$ cat src/hdl/cmdfd_pkg.sv
// shared types, constants and the scaling table of the motor command frame decoder
package cmdfd_pkg;

  localparam int FrameLen   = 8;
  localparam int NumWheels  = 4;
  localparam int QueueDepth = 2;
  localparam int ScaleNum   = 100;
  localparam int ScaleDen   = 126;
  localparam int OutWidth   = 48;

  localparam logic [6:0] StopDutyRst    = 7'd10;
  localparam logic [6:0] DutyOffsetRst  = 7'd13;
  localparam logic [7:0] DribRunDutyRst = 8'd128;
  localparam logic [7:0] DribIdleRst    = 8'd20;
  localparam logic [7:0] HeaderByte     = 8'd1;
  localparam logic [7:0] FlagOn         = 8'd1;

  typedef enum logic [1:0] {
    CFG_STOP_DUTY   = 2'd0,
    CFG_DUTY_OFFSET = 2'd1,
    CFG_DRIB_RUN    = 2'd2,
    CFG_DRIB_IDLE   = 2'd3
  } cfg_idx_e;

  typedef struct packed {
    logic [6:0] stop_duty;
    logic [6:0] duty_offset;
    logic [7:0] drib_run_duty;
    logic [7:0] drib_idle_duty;
  } cfg_t;

  // raw command as classified by the front end
  typedef struct packed {
    logic [NumWheels-1:0][7:0] wheel;
    logic                      kick;
    logic                      drib_run;
  } cmd_t;

  typedef logic [6:0] scale_lut_t [128];

  // magnitude * 100 / 126, built at elaboration
  function automatic scale_lut_t build_scale_lut();
    scale_lut_t lut;
    for (int i = 0; i < 128; i++) begin
      lut[i] = 7'((i * ScaleNum) / ScaleDen);
    end
    return lut;
  endfunction

  localparam scale_lut_t ScaleLut = build_scale_lut();

endpackage

$ cat src/hdl/cmdfd_front.sv
// front end: gathers bytes into frames and queues commands with a valid header
module cmdfd_front
  import cmdfd_pkg::*;
(
  input  logic       clk_i,
  input  logic       rst_ni,
  input  logic       byte_valid_i,
  output logic       byte_ready_o,
  input  logic [7:0] byte_i,
  output logic       push_valid_o,
  input  logic       push_ready_i,
  output cmd_t       push_cmd_o
);

  localparam logic [2:0] LastPos = 3'(FrameLen - 1);

  logic [2:0] pos_q, pos_d;
  logic [7:0] store_q [FrameLen-1];
  logic       hdr_ok;
  logic       at_last;
  logic       accept;

  assign at_last      = (pos_q == LastPos);
  assign hdr_ok       = (store_q[0] == HeaderByte) && (store_q[1] == HeaderByte);
  // only a closing frame with a good header needs room in the queue
  assign byte_ready_o = !at_last || !hdr_ok || push_ready_i;
  assign accept       = byte_valid_i && byte_ready_o;
  assign push_valid_o = accept && at_last && hdr_ok;

  always_comb begin
    for (int k = 0; k < NumWheels; k++) begin
      push_cmd_o.wheel[k] = store_q[2 + k];
    end
    push_cmd_o.kick     = (store_q[6] == FlagOn);
    push_cmd_o.drib_run = (byte_i == FlagOn);
  end

  assign pos_d = at_last ? 3'd0 : pos_q + 3'd1;

  always_ff @(posedge clk_i or negedge rst_ni) begin
    if (!rst_ni) begin
      pos_q <= '0;
    end else if (accept) begin
      pos_q <= pos_d;
    end
  end

  always_ff @(posedge clk_i) begin
    if (accept && !at_last) begin
      store_q[pos_q] <= byte_i;
    end
  end

endmodule

$ cat src/hdl/cmdfd_queue.sv
// short command queue between front end and back end
module cmdfd_queue
  import cmdfd_pkg::*;
#(
  parameter int Depth = QueueDepth
) (
  input  logic clk_i,
  input  logic rst_ni,
  input  logic push_valid_i,
  output logic push_ready_o,
  input  cmd_t push_cmd_i,
  output logic pop_valid_o,
  input  logic pop_ready_i,
  output cmd_t pop_cmd_o
);

  localparam int PtrW = (Depth > 1) ? $clog2(Depth) : 1;
  localparam int CntW = $clog2(Depth + 1);
  localparam logic [PtrW-1:0] LastIdx = PtrW'(Depth - 1);

  cmd_t            mem_q [Depth];
  logic [PtrW-1:0] wr_ptr_q, rd_ptr_q;
  logic [CntW-1:0] cnt_q, cnt_d;
  logic            do_push, do_pop;

  assign push_ready_o = (cnt_q != CntW'(Depth));
  assign pop_valid_o  = (cnt_q != '0);
  assign pop_cmd_o    = mem_q[rd_ptr_q];
  assign do_push      = push_valid_i && push_ready_o;
  assign do_pop       = pop_valid_o && pop_ready_i;

  always_comb begin
    cnt_d = cnt_q;
    if (do_push && !do_pop) begin
      cnt_d = cnt_q + CntW'(1);
    end else if (do_pop && !do_push) begin
      cnt_d = cnt_q - CntW'(1);
    end
  end

  always_ff @(posedge clk_i or negedge rst_ni) begin
    if (!rst_ni) begin
      wr_ptr_q <= '0;
      rd_ptr_q <= '0;
      cnt_q    <= '0;
    end else begin
      cnt_q <= cnt_d;
      if (do_push) begin
        wr_ptr_q <= (wr_ptr_q == LastIdx) ? '0 : wr_ptr_q + PtrW'(1);
      end
      if (do_pop) begin
        rd_ptr_q <= (rd_ptr_q == LastIdx) ? '0 : rd_ptr_q + PtrW'(1);
      end
    end
  end

  always_ff @(posedge clk_i) begin
    if (do_push) begin
      mem_q[wr_ptr_q] <= push_cmd_i;
    end
  end

endmodule

$ cat src/hdl/cmdfd_back.sv
// back end: turns queued commands into duty values and holds the output register
module cmdfd_back
  import cmdfd_pkg::*;
(
  input  logic                clk_i,
  input  logic                rst_ni,
  input  cfg_t                cfg_i,
  input  logic                cmd_valid_i,
  output logic                cmd_ready_o,
  input  cmd_t                cmd_i,
  output logic                out_valid_o,
  input  logic                out_ready_i,
  output logic [OutWidth-1:0] out_data_o
);

  logic [NumWheels-1:0][7:0] duty;
  logic [NumWheels-1:0]      fwd;
  logic [OutWidth-1:0]       data_d, data_q;
  logic                      valid_q;
  logic                      load;

  assign cmd_ready_o = !valid_q || out_ready_i;
  assign load        = cmd_valid_i && cmd_ready_o;

  always_comb begin
    logic [6:0] mag;
    for (int k = 0; k < NumWheels; k++) begin
      fwd[k] = cmd_i.wheel[k][7];
      // forward bytes count down from 255, so the magnitude is the inverted low bits
      mag = fwd[k] ? ~cmd_i.wheel[k][6:0] : cmd_i.wheel[k][6:0];
      if (mag == '0) begin
        duty[k] = {1'b0, cfg_i.stop_duty};
      end else begin
        duty[k] = {1'b0, cfg_i.duty_offset} + {1'b0, ScaleLut[mag]};
      end
    end
  end

  always_comb begin
    data_d = '0;
    for (int k = 0; k < NumWheels; k++) begin
      data_d[9*k +: 8] = duty[k];
      data_d[9*k + 8]  = fwd[k];
    end
    data_d[9*NumWheels]            = cmd_i.kick;
    data_d[9*NumWheels + 1 +: 8]   = cmd_i.drib_run ? cfg_i.drib_run_duty
                                                    : cfg_i.drib_idle_duty;
  end

  always_ff @(posedge clk_i or negedge rst_ni) begin
    if (!rst_ni) begin
      valid_q <= 1'b0;
    end else if (cmd_ready_o) begin
      valid_q <= cmd_valid_i;
    end
  end

  always_ff @(posedge clk_i) begin
    if (load) begin
      data_q <= data_d;
    end
  end

  assign out_valid_o = valid_q;
  assign out_data_o  = data_q;

endmodule

$ cat src/hdl/motor_command_frame_decoder_unit.sv
// top level of the motor command frame decoder
// Usage:
//  s_axis carries one received byte per transaction in tdata. Every eighth
//  byte closes a frame; there is no resync. A frame whose bytes 0 and 1 are
//  both 1 yields one command on m_axis, other frames are dropped silently.
//  m_axis tdata holds four wheels (duty and forward bit each), the kick
//  request and the dribbler duty. The cfg channel writes the duty settings by
//  register index and is always ready; write it only while the block is idle.
//  Throughput: one byte per cycle while s_axis tready is high. After the
//  closing byte is taken, the command passes the command queue and then
//  the output register, which holds the decode of the wheel bytes.
//  When m_axis stalls, the output register holds its command and the queue
//  behind it keeps taking frames; s_axis tready drops only on a closing byte
//  with a good header while the queue is full.
//  Reset clears the byte position, the queue and the output valid and loads
//  the default duty settings; stored frame bytes are not cleared.
module motor_command_frame_decoder_unit
  import cmdfd_pkg::*;
#(
  parameter int QDepth = QueueDepth
) (
  input  logic                clk_i,
  input  logic                rst_ni,
  input  logic                s_axis_tvalid,
  output logic                s_axis_tready,
  input  logic [7:0]          s_axis_tdata,  // [7:0] rx_byte
  output logic                m_axis_tvalid,
  input  logic                m_axis_tready,
  // [7:0] wheel1_duty, [8] wheel1_forward, [16:9] wheel2_duty, [17] wheel2_forward,
  // [25:18] wheel3_duty, [26] wheel3_forward, [34:27] wheel4_duty,
  // [35] wheel4_forward, [36] kick_request, [44:37] dribbler_duty, [47:45] zero
  output logic [OutWidth-1:0] m_axis_tdata,
  input  logic                cfg_valid_i,
  output logic                cfg_ready_o,
  input  logic [1:0]          cfg_index_i,
  input  logic [7:0]          cfg_data_i
);

  cfg_t cfg_q;
  logic push_valid, push_ready, pop_valid, pop_ready;
  cmd_t push_cmd, pop_cmd;

  assign cfg_ready_o = 1'b1;

  always_ff @(posedge clk_i or negedge rst_ni) begin
    if (!rst_ni) begin
      cfg_q.stop_duty      <= StopDutyRst;
      cfg_q.duty_offset    <= DutyOffsetRst;
      cfg_q.drib_run_duty  <= DribRunDutyRst;
      cfg_q.drib_idle_duty <= DribIdleRst;
    end else if (cfg_valid_i) begin
      unique case (cfg_idx_e'(cfg_index_i))
        CFG_STOP_DUTY:   cfg_q.stop_duty      <= cfg_data_i[6:0];
        CFG_DUTY_OFFSET: cfg_q.duty_offset    <= cfg_data_i[6:0];
        CFG_DRIB_RUN:    cfg_q.drib_run_duty  <= cfg_data_i;
        CFG_DRIB_IDLE:   cfg_q.drib_idle_duty <= cfg_data_i;
        default:         cfg_q                <= cfg_q;
      endcase
    end
  end

  cmdfd_front u_front (
    .clk_i        (clk_i),
    .rst_ni       (rst_ni),
    .byte_valid_i (s_axis_tvalid),
    .byte_ready_o (s_axis_tready),
    .byte_i       (s_axis_tdata),
    .push_valid_o (push_valid),
    .push_ready_i (push_ready),
    .push_cmd_o   (push_cmd)
  );

  cmdfd_queue #(
    .Depth (QDepth)
  ) u_queue (
    .clk_i        (clk_i),
    .rst_ni       (rst_ni),
    .push_valid_i (push_valid),
    .push_ready_o (push_ready),
    .push_cmd_i   (push_cmd),
    .pop_valid_o  (pop_valid),
    .pop_ready_i  (pop_ready),
    .pop_cmd_o    (pop_cmd)
  );

  cmdfd_back u_back (
    .clk_i       (clk_i),
    .rst_ni      (rst_ni),
    .cfg_i       (cfg_q),
    .cmd_valid_i (pop_valid),
    .cmd_ready_o (pop_ready),
    .cmd_i       (pop_cmd),
    .out_valid_o (m_axis_tvalid),
    .out_ready_i (m_axis_tready),
    .out_data_o  (m_axis_tdata)
  );

endmodule

$ cat config.mk
export PLATFORM = sky130hd
export DESIGN_NAME = motor_command_frame_decoder_unit
export DESIGN_NICKNAME = d
export VERILOG_FILES = /design/src/hdl/cmdfd_pkg.sv /design/src/hdl/cmdfd_front.sv /design/src/hdl/cmdfd_queue.sv /design/src/hdl/cmdfd_back.sv /design/src/hdl/motor_command_frame_decoder_unit.sv
export SDC_FILE = /design/constraint.sdc
export NUM_CORES = 1
export LEC_CHECK = 0
export ABC_AREA = 1
export BUFFER_PORTS_ARGS = -buffer_cell sky130_fd_sc_hd__buf_2
export CAP_MARGIN = 20
export CORE_ASPECT_RATIO = 1.25
export CORE_UTILIZATION = 30
export DETAILED_ROUTE_END_ITERATION = 12
export SYNTH_ARGS = -nofsm -noshare
export SYNTH_HDL_FRONTEND = slang
export SYNTH_SLANG_ARGS = --single-unit
$ cat constraint.sdc
create_clock -name clk_i -period 7.32 [get_ports clk_i]
set_input_delay 1.464 -clock clk_i [delete_from_list [all_inputs] [get_ports clk_i]]
set_output_delay 1.464 -clock clk_i [all_outputs]
set_load 0.02 [all_outputs]
* Word level (Yosys, flattened, before mapping)
Memory sizes are Yosys's and may differ from the RTL's.
Cells that the tools add are included.
** Word-level totals
- Flip-flop bits (word level) :: 83
- Latch bits :: 0
- Memory bits (writable) :: 124
- Bits in read-only memories :: 3584
- Logic and storage cells :: 104
- Memories kept :: 6
** Memory list
- (name not given) :: words 128, bits a word 7, read ports 1, clocked after Yosys merged registers in 0, write ports 0, RTL line cmdfd_back.sv:34 : duty[k] = {1'b0, cfg_i.duty_offset} + {1'b0, ScaleLut[mag]};
- (name not given) :: words 128, bits a word 7, read ports 1, clocked after Yosys merged registers in 0, write ports 0, RTL line cmdfd_back.sv:34
- (name not given) :: words 128, bits a word 7, read ports 1, clocked after Yosys merged registers in 0, write ports 0, RTL line cmdfd_back.sv:34
- (name not given) :: words 128, bits a word 7, read ports 1, clocked after Yosys merged registers in 0, write ports 0, RTL line cmdfd_back.sv:34
- u_queue.mem_q :: words 2, bits a word 34, read ports 1, clocked after Yosys merged registers in 0, write ports 1, RTL line cmdfd_queue.sv:21 : cmd_t mem_q [Depth];
- u_front.store_q :: words 7, bits a word 8, read ports 7, clocked after Yosys merged registers in 0, write ports 1, RTL line cmdfd_front.sv:18 : logic [7:0] store_q [FrameLen-1];
** Operators by class
- Add/sub/neg operators :: 9
- $mul :: 0
- Div/mod/pow operators :: 0
- Magnitude comparators :: 4
- Eq/ne operators :: 9
- Shifts and indexed selects :: 0
- Multiplexer cells :: 26
- Bitwise operators :: 8
- Reductions and logical operators :: 28
** Operators by type and width (count)
- 7-bit two-way mux :: 16
- 7-bit by 7-bit adder with 8-bit output :: 4
- 8-bit by 1-bit equality test with 1-bit output (second input constant) :: 4
- 8-bit greater-or-equal comparator (second input constant) :: 4
- 7-bit inverter with 8-bit output :: 4
- 7-bit zero test :: 4
- 7-bit inverter :: 4
- 1-bit logical AND :: 9
- 8-bit two-way mux :: 1
- 2-bit AND reduction :: 4
- 1-bit two-way mux :: 6
- 1-bit zero test :: 5
- 2-bit equality test (second input constant) :: 2
- 2-bit two-way mux :: 2
- 2-bit nonzero test :: 2
- 3-bit by 1-bit adder with 3-bit output (second input constant) :: 1
- 3-bit equality test (second input constant) :: 1
- 1-bit logical OR :: 3
- 3-bit two-way mux :: 1
- 1-bit adder (second input constant) :: 2
- 2-bit by 1-bit adder with 2-bit output (second input constant) :: 1
- 2-bit by 1-bit equality test with 1-bit output (second input constant) :: 1
- 2-bit zero test :: 1
- 2-bit inequality test (second input constant) :: 1
- 2-bit by 1-bit subtractor with 2-bit output (second input constant) :: 1

* Logic depth before layout (Yosys ltp)
Gate-level depths: netlist of run 1.
An unclocked memory read counts as a cell.
- Depth after elaboration :: 14
- Depth in mapped cells :: 30
- Mapped depth without buffers :: 28

* Hierarchy
Synthesis of run 1 repeated with hierarchy kept, for this count alone.
** Second synthesis, totals
- Cell total of the unflattened synthesis :: 1546
- Area, all modules :: 13177.6 µm²
** Modules (own cells, without submodules)
- cmdfd_back :: instances 1, cells each 1087, area each 7070.5 µm², sequential area each 1376.3 µm²
- cmdfd_queue :: instances 1, cells each 206, area each 2758.9 µm², sequential area each 2142.1 µm²
- cmdfd_front :: instances 1, cells each 116, area each 2072.0 µm², sequential area each 1756.7 µm²
- motor_command_frame_decoder_unit :: instances 1, cells each 137, area each 1276.2 µm², sequential area each 760.7 µm²

* Worst setup path before layout of run 1
Ideal clock, no wire load.
- Path type :: input to register
- Start point :: in m_axis_tready
- End point :: reg u_queue.cnt_q[1]
- Library setup time :: 0.131 ns
- Arrival :: 4.745 ns
- Setup slack :: 2.444 ns
- Stages on the path :: 7
- Buffers on the path :: 0
- Path through :: nor2_1 a21oi_1 inv_1 ha_1 a21oi_1 o21ai_0 xor2_1
** On the way
- Word-level cells in the longest chain between the ends :: 5
- Elaborated cells on any way between the ends :: 7
- Classes of those cells :: mux (1); reduce/logical (6)
** RTL lines
- start, declared :: RTL line motor_command_frame_decoder_unit.sv:28 : input logic m_axis_tready,
- 1-bit logical OR (*) :: RTL line cmdfd_back.sv:22 : assign cmd_ready_o = !valid_q || out_ready_i;
- 1-bit logical AND (*)
- net u_back.load :: RTL line cmdfd_back.sv:20 : logic load;
- 1-bit zero test :: RTL line cmdfd_queue.sv:34 : if (do_push && !do_pop) begin
- 1-bit logical AND :: RTL line cmdfd_queue.sv:34
- 2-bit two-way mux or 2-bit nonzero test (tied branches)
- end signal, assigned :: RTL line cmdfd_queue.sv:47 : cnt_q <= cnt_d;
- end, declared :: RTL line cmdfd_queue.sv:23 : logic [CntW-1:0] cnt_q, cnt_d;
The timed path passes the listed nets; every way through them passes the cells marked *.
A chain may end at the register's enable or synchronous reset.

* Worst setup path after layout of run 1
- Start point :: reg u_queue.rd_ptr_q
- End point :: reg u_back.data_q[6], in the netlist u_back.out_data_o[6] (data pin)
** On the way
- Word-level cells in the longest chain between the ends :: 9
- Elaborated cells on any way between the ends :: 10
- Classes of those cells :: add/sub (1); mux (4); bitwise (2); reduce/logical (1); memory (2)
** RTL lines
- start, declared :: RTL line cmdfd_queue.sv:22 : logic [PtrW-1:0] wr_ptr_q, rd_ptr_q;
- start signal, assigned :: RTL line cmdfd_queue.sv:52 : rd_ptr_q <= (rd_ptr_q == LastIdx) ? '0 : rd_ptr_q + PtrW'(1);
- memory read 2 x 34 bit (*)
- 7-bit inverter :: RTL line cmdfd_back.sv:30 : mag = fwd[k] ? ~cmd_i.wheel[k][6:0] : cmd_i.wheel[k][6:0];
- 7-bit two-way mux (*) :: RTL line cmdfd_back.sv:30
- 7-bit inverter with 8-bit output (implied by the code) :: RTL line cmdfd_back.sv:34
- memory read 128 x 7 bit
- 7-bit two-way mux (implied by the code) (2 in a row) :: RTL line cmdfd_back.sv:34
- 7-bit by 7-bit adder with 8-bit output :: RTL line cmdfd_back.sv:34
- 7-bit two-way mux (*) :: RTL line cmdfd_back.sv:31 : if (mag == '0) begin
- net u_back.data_d[6] :: RTL line cmdfd_back.sv:18 : logic [OutWidth-1:0] data_d, data_q;
- end signal, assigned :: RTL line cmdfd_back.sv:60 : data_q <= data_d;
- end, declared :: RTL line cmdfd_back.sv:18
The timed path passes the listed nets; every way through them passes the cells marked *. The select of a mux whose other input is x is not followed.

==> results.tsv, run 1 <==
metric	value	unit
setup.worst_path.start	u_queue.rd_ptr_q	
r2r_cells	27	
die_y	236	um
grt_overflow	0	
r2r_slack	2.51	ns
drt_iter0_markers	693	
cap_violations	0	
num_vias	10740	
synthDistinctLibCells	44	
grt_pass1_wl	50900	um
path_max_fanout	49	
cts.repair.resized	0	
grt_setup_unrepaired	no	
area_growth	11.4	%
synthFlopType	edfxtp_1	
routed_via_density	4.75	
setup_violations	0	
port_buffers	69	
grt_max_degree	50	
die_w	189	um
worst_pin_slew	0.970	ns
cts.path.max_buffers	3	
holdBufCountCts	0	
setup_tns	0	ns
post_cts_buffers	0	
drv_slew	0	
cts_tree	yes	
hold-worst-slack	0.442	ns
rows	85	
drive_gt1_share	11.0	%
synth_edf_count	169	
synth_top_cells_by_count	nand2_1 (643), nand3_1 (177), edfxtp_1 (169)	
ys_async_sr_fraction	18.4	%
antenna_found_initial	0	
drc	0	
syn_area_per_cell	8.03	um2
cts.clk_slew.worst_paths	0.07	ns
skew	0.0194	ns
fmax	0.208	GHz
initial_core_util	30.4	%
synth_top_area_share	38.7	%
finalCritPeriodShare	65.7	%
run_status	finished, final reports clean	
gp_congestion	0.879	
multiInputGateArea	6230	um2
netlist_instances	1632	
ant_nets	0	
antenna_cells	0	
cts-root-buf	clkbuf_16	
fin_nets	1770	
synth_area_leaders	edfxtp_1 (39%), nand2_1 (18%), nand3_1 (6.8%), ha_1 (6.0%), dfrtp_1 (5.7%)	
endpoint_kind	flip-flop	
grt_usage	13.9	%
grt_pass1_vias	9886	
hold_class	reg -> reg	
register_area	6040	um2
io_pins	74	
firstDrtPassIters	7	
post-place-ws	2.49	ns
crit_type	reg -> reg	
cts-htree-levels	1	
dieArea	44500	um2
ys_seq_area_share	46.1	%
core-area	43100	um2
syn_area	13100	um2
drt_wl_total	31300	um
hold_violations	0	
clk_latency	0.52	ns
setup_slack	2.51	ns
crit_path_start_kind	flip-flop	
cp.required	7.58	ns
clock_sinks	207	
worstPathArrival	5.07	ns
min_period	4.81	ns
synth_seq_cells	207	
reg2reg_from	u_queue.rd_ptr_q	
wl_per_cell	13.8	um
yosysMostFrequentCell	nand2_1	
placed_area	13900	um2
crit_path_end	u_back.out_data_o[6]	
fillers	4462	
fin_area	14600	um2
r2r_end	u_back.out_data_o[6]	
hpwl	23000	um
maxSlewHeadroom	35.3	%
ys_warn_count	0	
cts_made_buffers	22	
yosysTopAreaCell	edfxtp_1	
[layout make-up]
type	instances	area share, %
flip-flops and latches	207	41.4
clock inverters	13	0.840
inverters	136	3.50
multi-input cells	1237	42.7
clock buffers	27	4.04
well taps	565	4.84
repair buffers	76	2.73
[cell usage in the layout (no fill, tap or decap), types with 3 or more instances in the layout]
| cell type | instances |
|---|---|
| dfstp_2 | 8 |
| ha_1 | 63 |
| nor4_1 | 3 |
| clkbuf_1 | 3 |
| o21ai_0 | 91 |
| inv_1 | 115 |
| a21boi_0 | 3 |
| o21ai_1 | 24 |
| xnor2_1 | 8 |
| xnor2_4 | 3 |
| buf_2 | 69 |
| nand2_4 | 3 |
| nand2_1 | 643 |
| inv_2 | 21 |
| nor2_1 | 73 |
| conb_1 | 4 |
| xor2_1 | 12 |
| clkinv_1 | 4 |
| nor3_1 | 5 |
| or2_2 | 5 |
| nand3b_1 | 3 |
| nand3_2 | 3 |
| nor2_2 | 5 |
| buf_4 | 6 |
| xnor2_2 | 4 |
| o31ai_1 | 3 |
| o211ai_1 | 11 |
| clkinv_2 | 3 |
| clkbuf_16 | 22 |
| o22ai_1 | 3 |
| fa_1 | 4 |
| edfxtp_1 | 169 |
| nand2_2 | 13 |
| a22oi_1 | 3 |
| a21oi_1 | 49 |
| mux2_2 | 8 |
| nand3_1 | 177 |
| dfrtp_1 | 30 |
[cells by family (layout without fill, tap and decap cells)]
family	count (synthesis)	after routing	share of synthesized area, %
DFF	207	207	46.1
xor gates and xnor gates	27	27	2.46
muxes	8	8	0.688
AOI/OAI and AO/OA	190	190	7.71
and+or+nand+nor	941	941	29.8
adders and majority gates	67	67	6.63
other	2	4	0.0573
buffers and inverters	190	252	6.55
[flip-flops by register name (all words and copies together) (netlist names)]
signal / cells
cfg_q: 30
u_back.out_data_o: 45
u_back.out_valid_o: 1
u_front.pos_q: 3
u_front.store_q: 56
u_queue.cnt_q: 2
u_queue.mem_q: 68
u_queue.rd_ptr_q: 1
u_queue.wr_ptr_q: 1
[how the worst min path moves through the flow]
stage | from | to | slack, ns | depth (start not counted)
after floorplan | u_front.store_q[3][0] | u_queue.mem_q[0][10] | 0.42 | 0
after global placement | u_front.store_q[5][5] | u_queue.mem_q[0][31] | 0.42 | 0
after detailed placement | u_front.store_q[4][7] | u_queue.mem_q[1][25] | 0.43 | 0
after CTS | u_front.store_q[4][7] | u_queue.mem_q[1][25] | 0.45 | 0
after global routing | u_front.store_q[4][7] | u_queue.mem_q[0][25] | 0.45 | 0
final | u_front.store_q[2][6] | u_queue.mem_q[0][8] | 0.44 | 0
[through the flow]
| step | util (%) | instances |
|---|---|---|
| floorplan | - | 1634 |
| global placement | 32.2 | 2220 |
| detailed placement | 32.2 | 2220 |
| CTS | 33.9 | 2260 |
| global route | 33.9 | 2261 |
| finish | 33.9 | 2261 |
[metal layers]
| layer | track usage [%] | vias to the layer above | part of all wire (%) |
|---|---|---|---|
| met4 | 4.45 | 0 | 3.0 |
| met1 | 18.3 | 4923 | 46 |
| met2 | 23.3 | 276 | 47 |
| met5 | 0 | - | 0 |
| li1 | - | 5487 | - |
| met3 | 1.80 | 54 | 4.7 |
[worst max-delay path, cell delays in order (launching register included)]
cell and delay (ns):
dfrtp_1 0.35, buf_4 0.27, inv_2 0.56, nand2_1 0.14, nand2_2 0.30, inv_2 0.13, nand2_1 0.08, nand2_1 0.16
inv_1 0.21, ha_1 0.28, inv_1 0.08, nand2_1 0.11, nand3_1 0.12, nand2_1 0.06, nand2_1 0.06, nand2_1 0.05
inv_1 0.04, nand2_1 0.04, nor2_1 0.11, ha_1 0.17, inv_1 0.06, fa_1 0.42, o21ai_0 0.29, a21oi_1 0.11
nor2_1 0.09, nor2_1 0.05, xor2_1 0.12, a21oi_1 0.08
Power of run 1 is not shown: default switching activity piles up to over one toggle a cycle in this logic, so the estimate is an artifact.
==> run 2, diff against run 1 <==
==> constraint.sdc (replaced) <==
create_clock -name clk_i -period 4.3 [get_ports clk_i]
set_input_delay 0.86 -clock clk_i [delete_from_list [all_inputs] [get_ports clk_i]]
set_output_delay 0.86 -clock clk_i [all_outputs]
set_load 0.02 [all_outputs]
==> run 2 against run 1 <==
Register-to-register slack lost 2.1 ns. Critical path depth shrank 4. Routed wire length grew 2.6%. Via count grew 0.20%. Global-route usage grew 0.34 points. Die area is the same. First-iteration DRC count grew 11%. Sequential share of layout area shrank 0.74 points. Critical endpoint is now u_back.out_data_o[24].
==> results.tsv, run 2 (synthesized netlist as in run 1, its figures left out) <==
metric	value	unit
run_status	finished, final reports clean	
skew	0.0271	ns
cts-root-buf	clkbuf_16	
cp.required	4.56	ns
area_growth	13.4	%
num_vias	10762	
fmax	0.255	GHz
worstPathArrival	4.18	ns
cts.path.max_buffers	3	
endpoint_kind	flip-flop	
cap_violations	0	
initial_core_util	30.4	%
hold_class	reg -> reg	
crit_type	reg -> reg	
drt_iter0_markers	767	
largest_register_ffs	68	
grt_pass1_vias	10054	
top_register	u_queue.mem_q	
ant_nets	0	
cts_made_buffers	23	
io_pins	74	
clock_sinks	207	
cts_tree	yes	
grt_pass1_wl	52000	um
setup_tns	0	ns
wl_per_cell	14.1	um
grt_usage	14.2	%
port_buffers	69	
worst_pin_slew	1.03	ns
hpwl	24100	um
final_cell_mix	nand2_1 (641), nand3_1 (177), edfxtp_1 (169)	
drc	0	
maxSlewHeadroom	31.7	%
cts-htree-levels	1	
die_w	189	um
min_period	3.91	ns
grt_setup_unrepaired	no	
drt_wl_total	32100	um
path_max_fanout	15	
routed_via_density	4.72	
firstDrtPassIters	7	
drive_gt1_share	12.2	%
clk_latency	0.53	ns
post_cts_buffers	0	
core-area	43100	um2
hold_violations	0	
dieArea	44500	um2
finalCritPeriodShare	91.0	%
gp_congestion	0.905	
setup_violations	0	
antenna_found_initial	0	
drv_slew	0	
cts.clk_slew.worst_paths	0.07	ns
grt_max_degree	47	
rows	85	
die_y	236	um
mostFrequentLayoutCell	nand2_1	
fin_nets	1790	
crit_path_start_kind	flip-flop	
antenna_cells	0	
grt_overflow	0	
run 2: cell types whose count changed in the layout (fill, tap and decap cells not counted), moves of 3 or more:
cell       previous run  this run
bufinv_16             1         4
clkbuf_1              3         8
o21ai_0              91        87
buf_4                 6        24
clkinv_1              4         1
o21ai_1              24        28
run 2: critical path, cell delays in order, from the launching register on:
cell and delay (ns):
dfrtp_1 0.40, inv_2 0.21, nand2_1 0.13, nand2_4 0.20, inv_2 0.11, nand2_1 0.07
nand2_1 0.14, ha_1 0.34, inv_1 0.07, nand3_1 0.15, o21ai_0 0.12, nand2_1 0.07
nand3_1 0.07, a21boi_0 0.08, nor2_1 0.17, ha_1 0.19, inv_1 0.05, fa_1 0.40
o21ai_1 0.22, a21oi_1 0.09, nor2_1 0.10, nor2_1 0.06, xor2_1 0.13, o21ai_0 0.08
run 2: final cells by class:
class	instances	area [um2]
multi-input cells	1237	6260
flip-flops and latches	207	6040
inverters	136	510
clock buffers	31	606
well taps	565	707
repair buffers	95	551
fillers	4452	28200
clock inverters	11	190
run 2: path summary, 6_finish.rpt:
kind	start	end	slack, ns	depth (start not counted)
max in group asynchronous	rst_ni	cfg_q[22]	3.13	1
min in group asynchronous	rst_ni	u_queue.cnt_q[0]	0.49	1
hold / removal	u_front.store_q[4][3]	u_queue.mem_q[0][21]	0.44	0
setup / recovery	u_queue.rd_ptr_q	u_back.out_data_o[24]	0.39	23
setup reg to reg	u_queue.rd_ptr_q	u_back.out_data_o[24]	0.39	23
hold reg to reg	u_front.store_q[4][3]	u_queue.mem_q[0][21]	0.44	0
run 2: repair_timing:
action / in CTS / in global routing
hold buffers: 0 / 0
resized for setup: 0 / 9
hold endpoints to repair: 0 / 0
endpoints found under the setup margin: 0 / 4
run 2: routing by layer:
layer	vias to the layer above	share of wire (%)	track usage, %
met5	-	0	0
met4	0	2.2	3.81
met3	40	4.4	1.80
met2	280	48	24.0
met1	4919	46	19.0
li1	5523	-	-
run 2: per-stage QoR:
step | area (um2) | util (%) | setup slack, ns | instances | hold slack [ns]
5_1_grt | 14900 | 34.5 | 0.00915 | 2282 | 0.447
3_5_place_dp | 14000 | 32.6 | 0.299 | 2239 | 0.431
3_3_place_gp | 14000 | 32.6 | 0.399 | 2239 | 0.424
4_1_cts | 14800 | 34.4 | 0.296 | 2281 | 0.439
6_report | 14900 | 34.5 | 0.386 | 2282 | 0.440
2_1_floorplan | 13100 | - | 0.0282 | 1634 | 0.421
Power of run 2 is left out for the same reason.
==> run 3, diff against run 2 <==
--- a/config.mk
+++ b/config.mk
@@ -9,7 +9,7 @@
 export BUFFER_PORTS_ARGS = -buffer_cell sky130_fd_sc_hd__buf_2
 export CAP_MARGIN = 20
 export CORE_ASPECT_RATIO = 1.25
-export CORE_UTILIZATION = 30
+export CORE_UTILIZATION = 43
 export DETAILED_ROUTE_END_ITERATION = 12
 export SYNTH_ARGS = -nofsm -noshare
 export SYNTH_HDL_FRONTEND = slang
==> run 3 against run 2 <==
First-iteration DRC count shrank 19%. Clock skew grew 0.0010 ns. Worst setup slack lost 0.054 ns. Global-route usage grew 5.7 points. Final cell count shrank 7.0%. Via count shrank 1.5%. Clock-buffer cell count is the same. Hold slack gained 0.0020 ns. Die area shrank 30%. Utilization grew 14 points. Critical path depth grew 3. Flip-flop and latch count is the same. Critical path type unchanged. Largest cell class unchanged.
==> results.tsv, run 3 (synthesized netlist as in run 1, its figures left out) <==
metric	value	unit
final_cell_mix	nand2_1 (642), nand3_1 (177), edfxtp_1 (169)	
cts.path.max_buffers	3	
met3RoutedLength	1170	um
fin_area	14600	um2
drt_iter0_markers	620	
drive_gt1_share	12.4	%
antenna_cells	0	
drt_wl_total	30000	um
core-area	30000	um2
run_status	finished, final reports clean	
mostFrequentLayoutCell	nand2_1	
maxSlewHeadroom	33.8	%
grt_usage	19.9	%
hpwl	22600	um
top_register	u_queue.mem_q	
cts_tree	yes	
grt_max_degree	47	
io_pins	74	
clk_latency	0.52	ns
fmax	0.252	GHz
path_max_fanout	11	
cap_violations	0	
dr.max_layer_used	met4	
largest_register_ffs	68	
worst_pin_slew	0.994	ns
grt_pass1_vias	10022	
cp.required	4.54	ns
grt_overflow	0	
skew	0.0281	ns
clock_sinks	207	
cts.clk_slew.worst_paths	0.06	ns
cts-root-buf	clkbuf_16	
drc	0	
setup_violations	0	
die_y	197	um
antenna_found_initial	0	
rows	71	
hold_violations	0	
cts_made_buffers	22	
setup_tns	0	ns
register_area	6040	um2
routed_via_density	4.99	
die_w	158	um
gp_congestion	0.903	
crit_path_start_kind	flip-flop	
crit_type	reg -> reg	
area_growth	11.5	%
ant_nets	0	
fillers	2968	
dieArea	31200	um2
worstPathArrival	4.21	ns
min_period	3.97	ns
wl_met1	13500	um
cts-htree-levels	1	
hold_class	reg -> reg	
grt_pass1_wl	50100	um
drv_slew	0	
num_vias	10597	
grt_setup_unrepaired	no	
finalCritPeriodShare	92.3	%
wl_per_cell	14.2	um
endpoint_kind	flip-flop	
port_buffers	69	
fin_nets	1795	
initial_core_util	43.6	%
firstDrtPassIters	4	
multiInputGateArea	6250	um2
wl_met2	14600	um
placed_area	13800	um2
## run 3: cell types whose count changed in the layout (fill, tap and decap cells not counted), sizes merged
cell and delta:
bufinv -3, inv -2, clkinv +3, buf +6
## run 3: layer usage
| layer | vias up | track usage [%] |
|---|---|---|
| met4 | 0 | 5.84 |
| met1 | 4781 | 25.9 |
| met5 | - | 0 |
| li1 | 5525 | - |
| met3 | 46 | 1.97 |
| met2 | 245 | 34.7 |
## run 3: layout make-up
| class | count | share of cell area [%] |
|---|---|---|
| multi-input cells | 1237 | 42.7 |
| flip-flops and latches | 207 | 41.3 |
| clock buffers | 31 | 4.43 |
| repair buffers | 101 | 3.99 |
| inverters | 136 | 3.49 |
| well taps | 401 | 3.43 |
| clock inverters | 9 | 0.616 |
## run 3: path summary, 6_finish.rpt
kind                            slack (ns)  cells after the start              endpoint                   from
max in group asynchronous             3.17                      1      u_front.pos_q[1]                 rst_ni
worst min register to register        0.44                      0  u_queue.mem_q[0][12]  u_front.store_q[3][2]
min in group asynchronous             0.50                      1             cfg_q[11]                 rst_ni
worst max-delay path                  0.33                     26  u_back.out_data_o[6]       u_queue.rd_ptr_q
worst min-delay path                  0.44                      0  u_queue.mem_q[0][12]  u_front.store_q[3][2]
worst max register to register        0.33                     26  u_back.out_data_o[6]       u_queue.rd_ptr_q
## run 3: critical path: stages (launching register included)
cell and delay, ns:
dfrtp_1 0.41, buf_4 0.18, nand2_1 0.08, nand2_2 0.12, inv_2 0.14, nand2_1 0.06
nand2_1 0.20, inv_1 0.17, ha_1 0.32, inv_1 0.08, nand2_1 0.10, nand3_1 0.12
nand2_1 0.06, nand2_1 0.05, nand2_1 0.05, inv_1 0.05, nand2_1 0.04, nor2_1 0.12
ha_1 0.18, inv_1 0.06, fa_1 0.42, o21ai_1 0.23, a21oi_1 0.09, nor2_1 0.09
nor2_1 0.05, xor2_1 0.13, a21oi_1 0.08
## run 3: what timing repair did
item / 4_1_cts / 5_1_grt
buffers inserted: 0 / 3
hold buffers: 0 / 0
endpoints found under the hold margin: 0 / 0
endpoints found under the setup margin: 0 / 3
gates resized for setup: 0 / 6
## run 3: per-stage QoR
| step | hold WS, ns | setup slack, ns | utilization, % | instances |
|---|---|---|---|---|
| 2_1_floorplan | 0.421 | 0.0282 | - | 1634 |
| 3_3_place_gp | 0.425 | 0.341 | 46.1 | 2078 |
| 3_5_place_dp | 0.430 | 0.258 | 46.1 | 2078 |
| 4_1_cts | 0.443 | 0.227 | 48.5 | 2118 |
| 5_1_grt | 0.449 | 0.0113 | 48.7 | 2122 |
| 6_report | 0.442 | 0.332 | 48.7 | 2122 |
Power of run 3 is left out for the same reason.
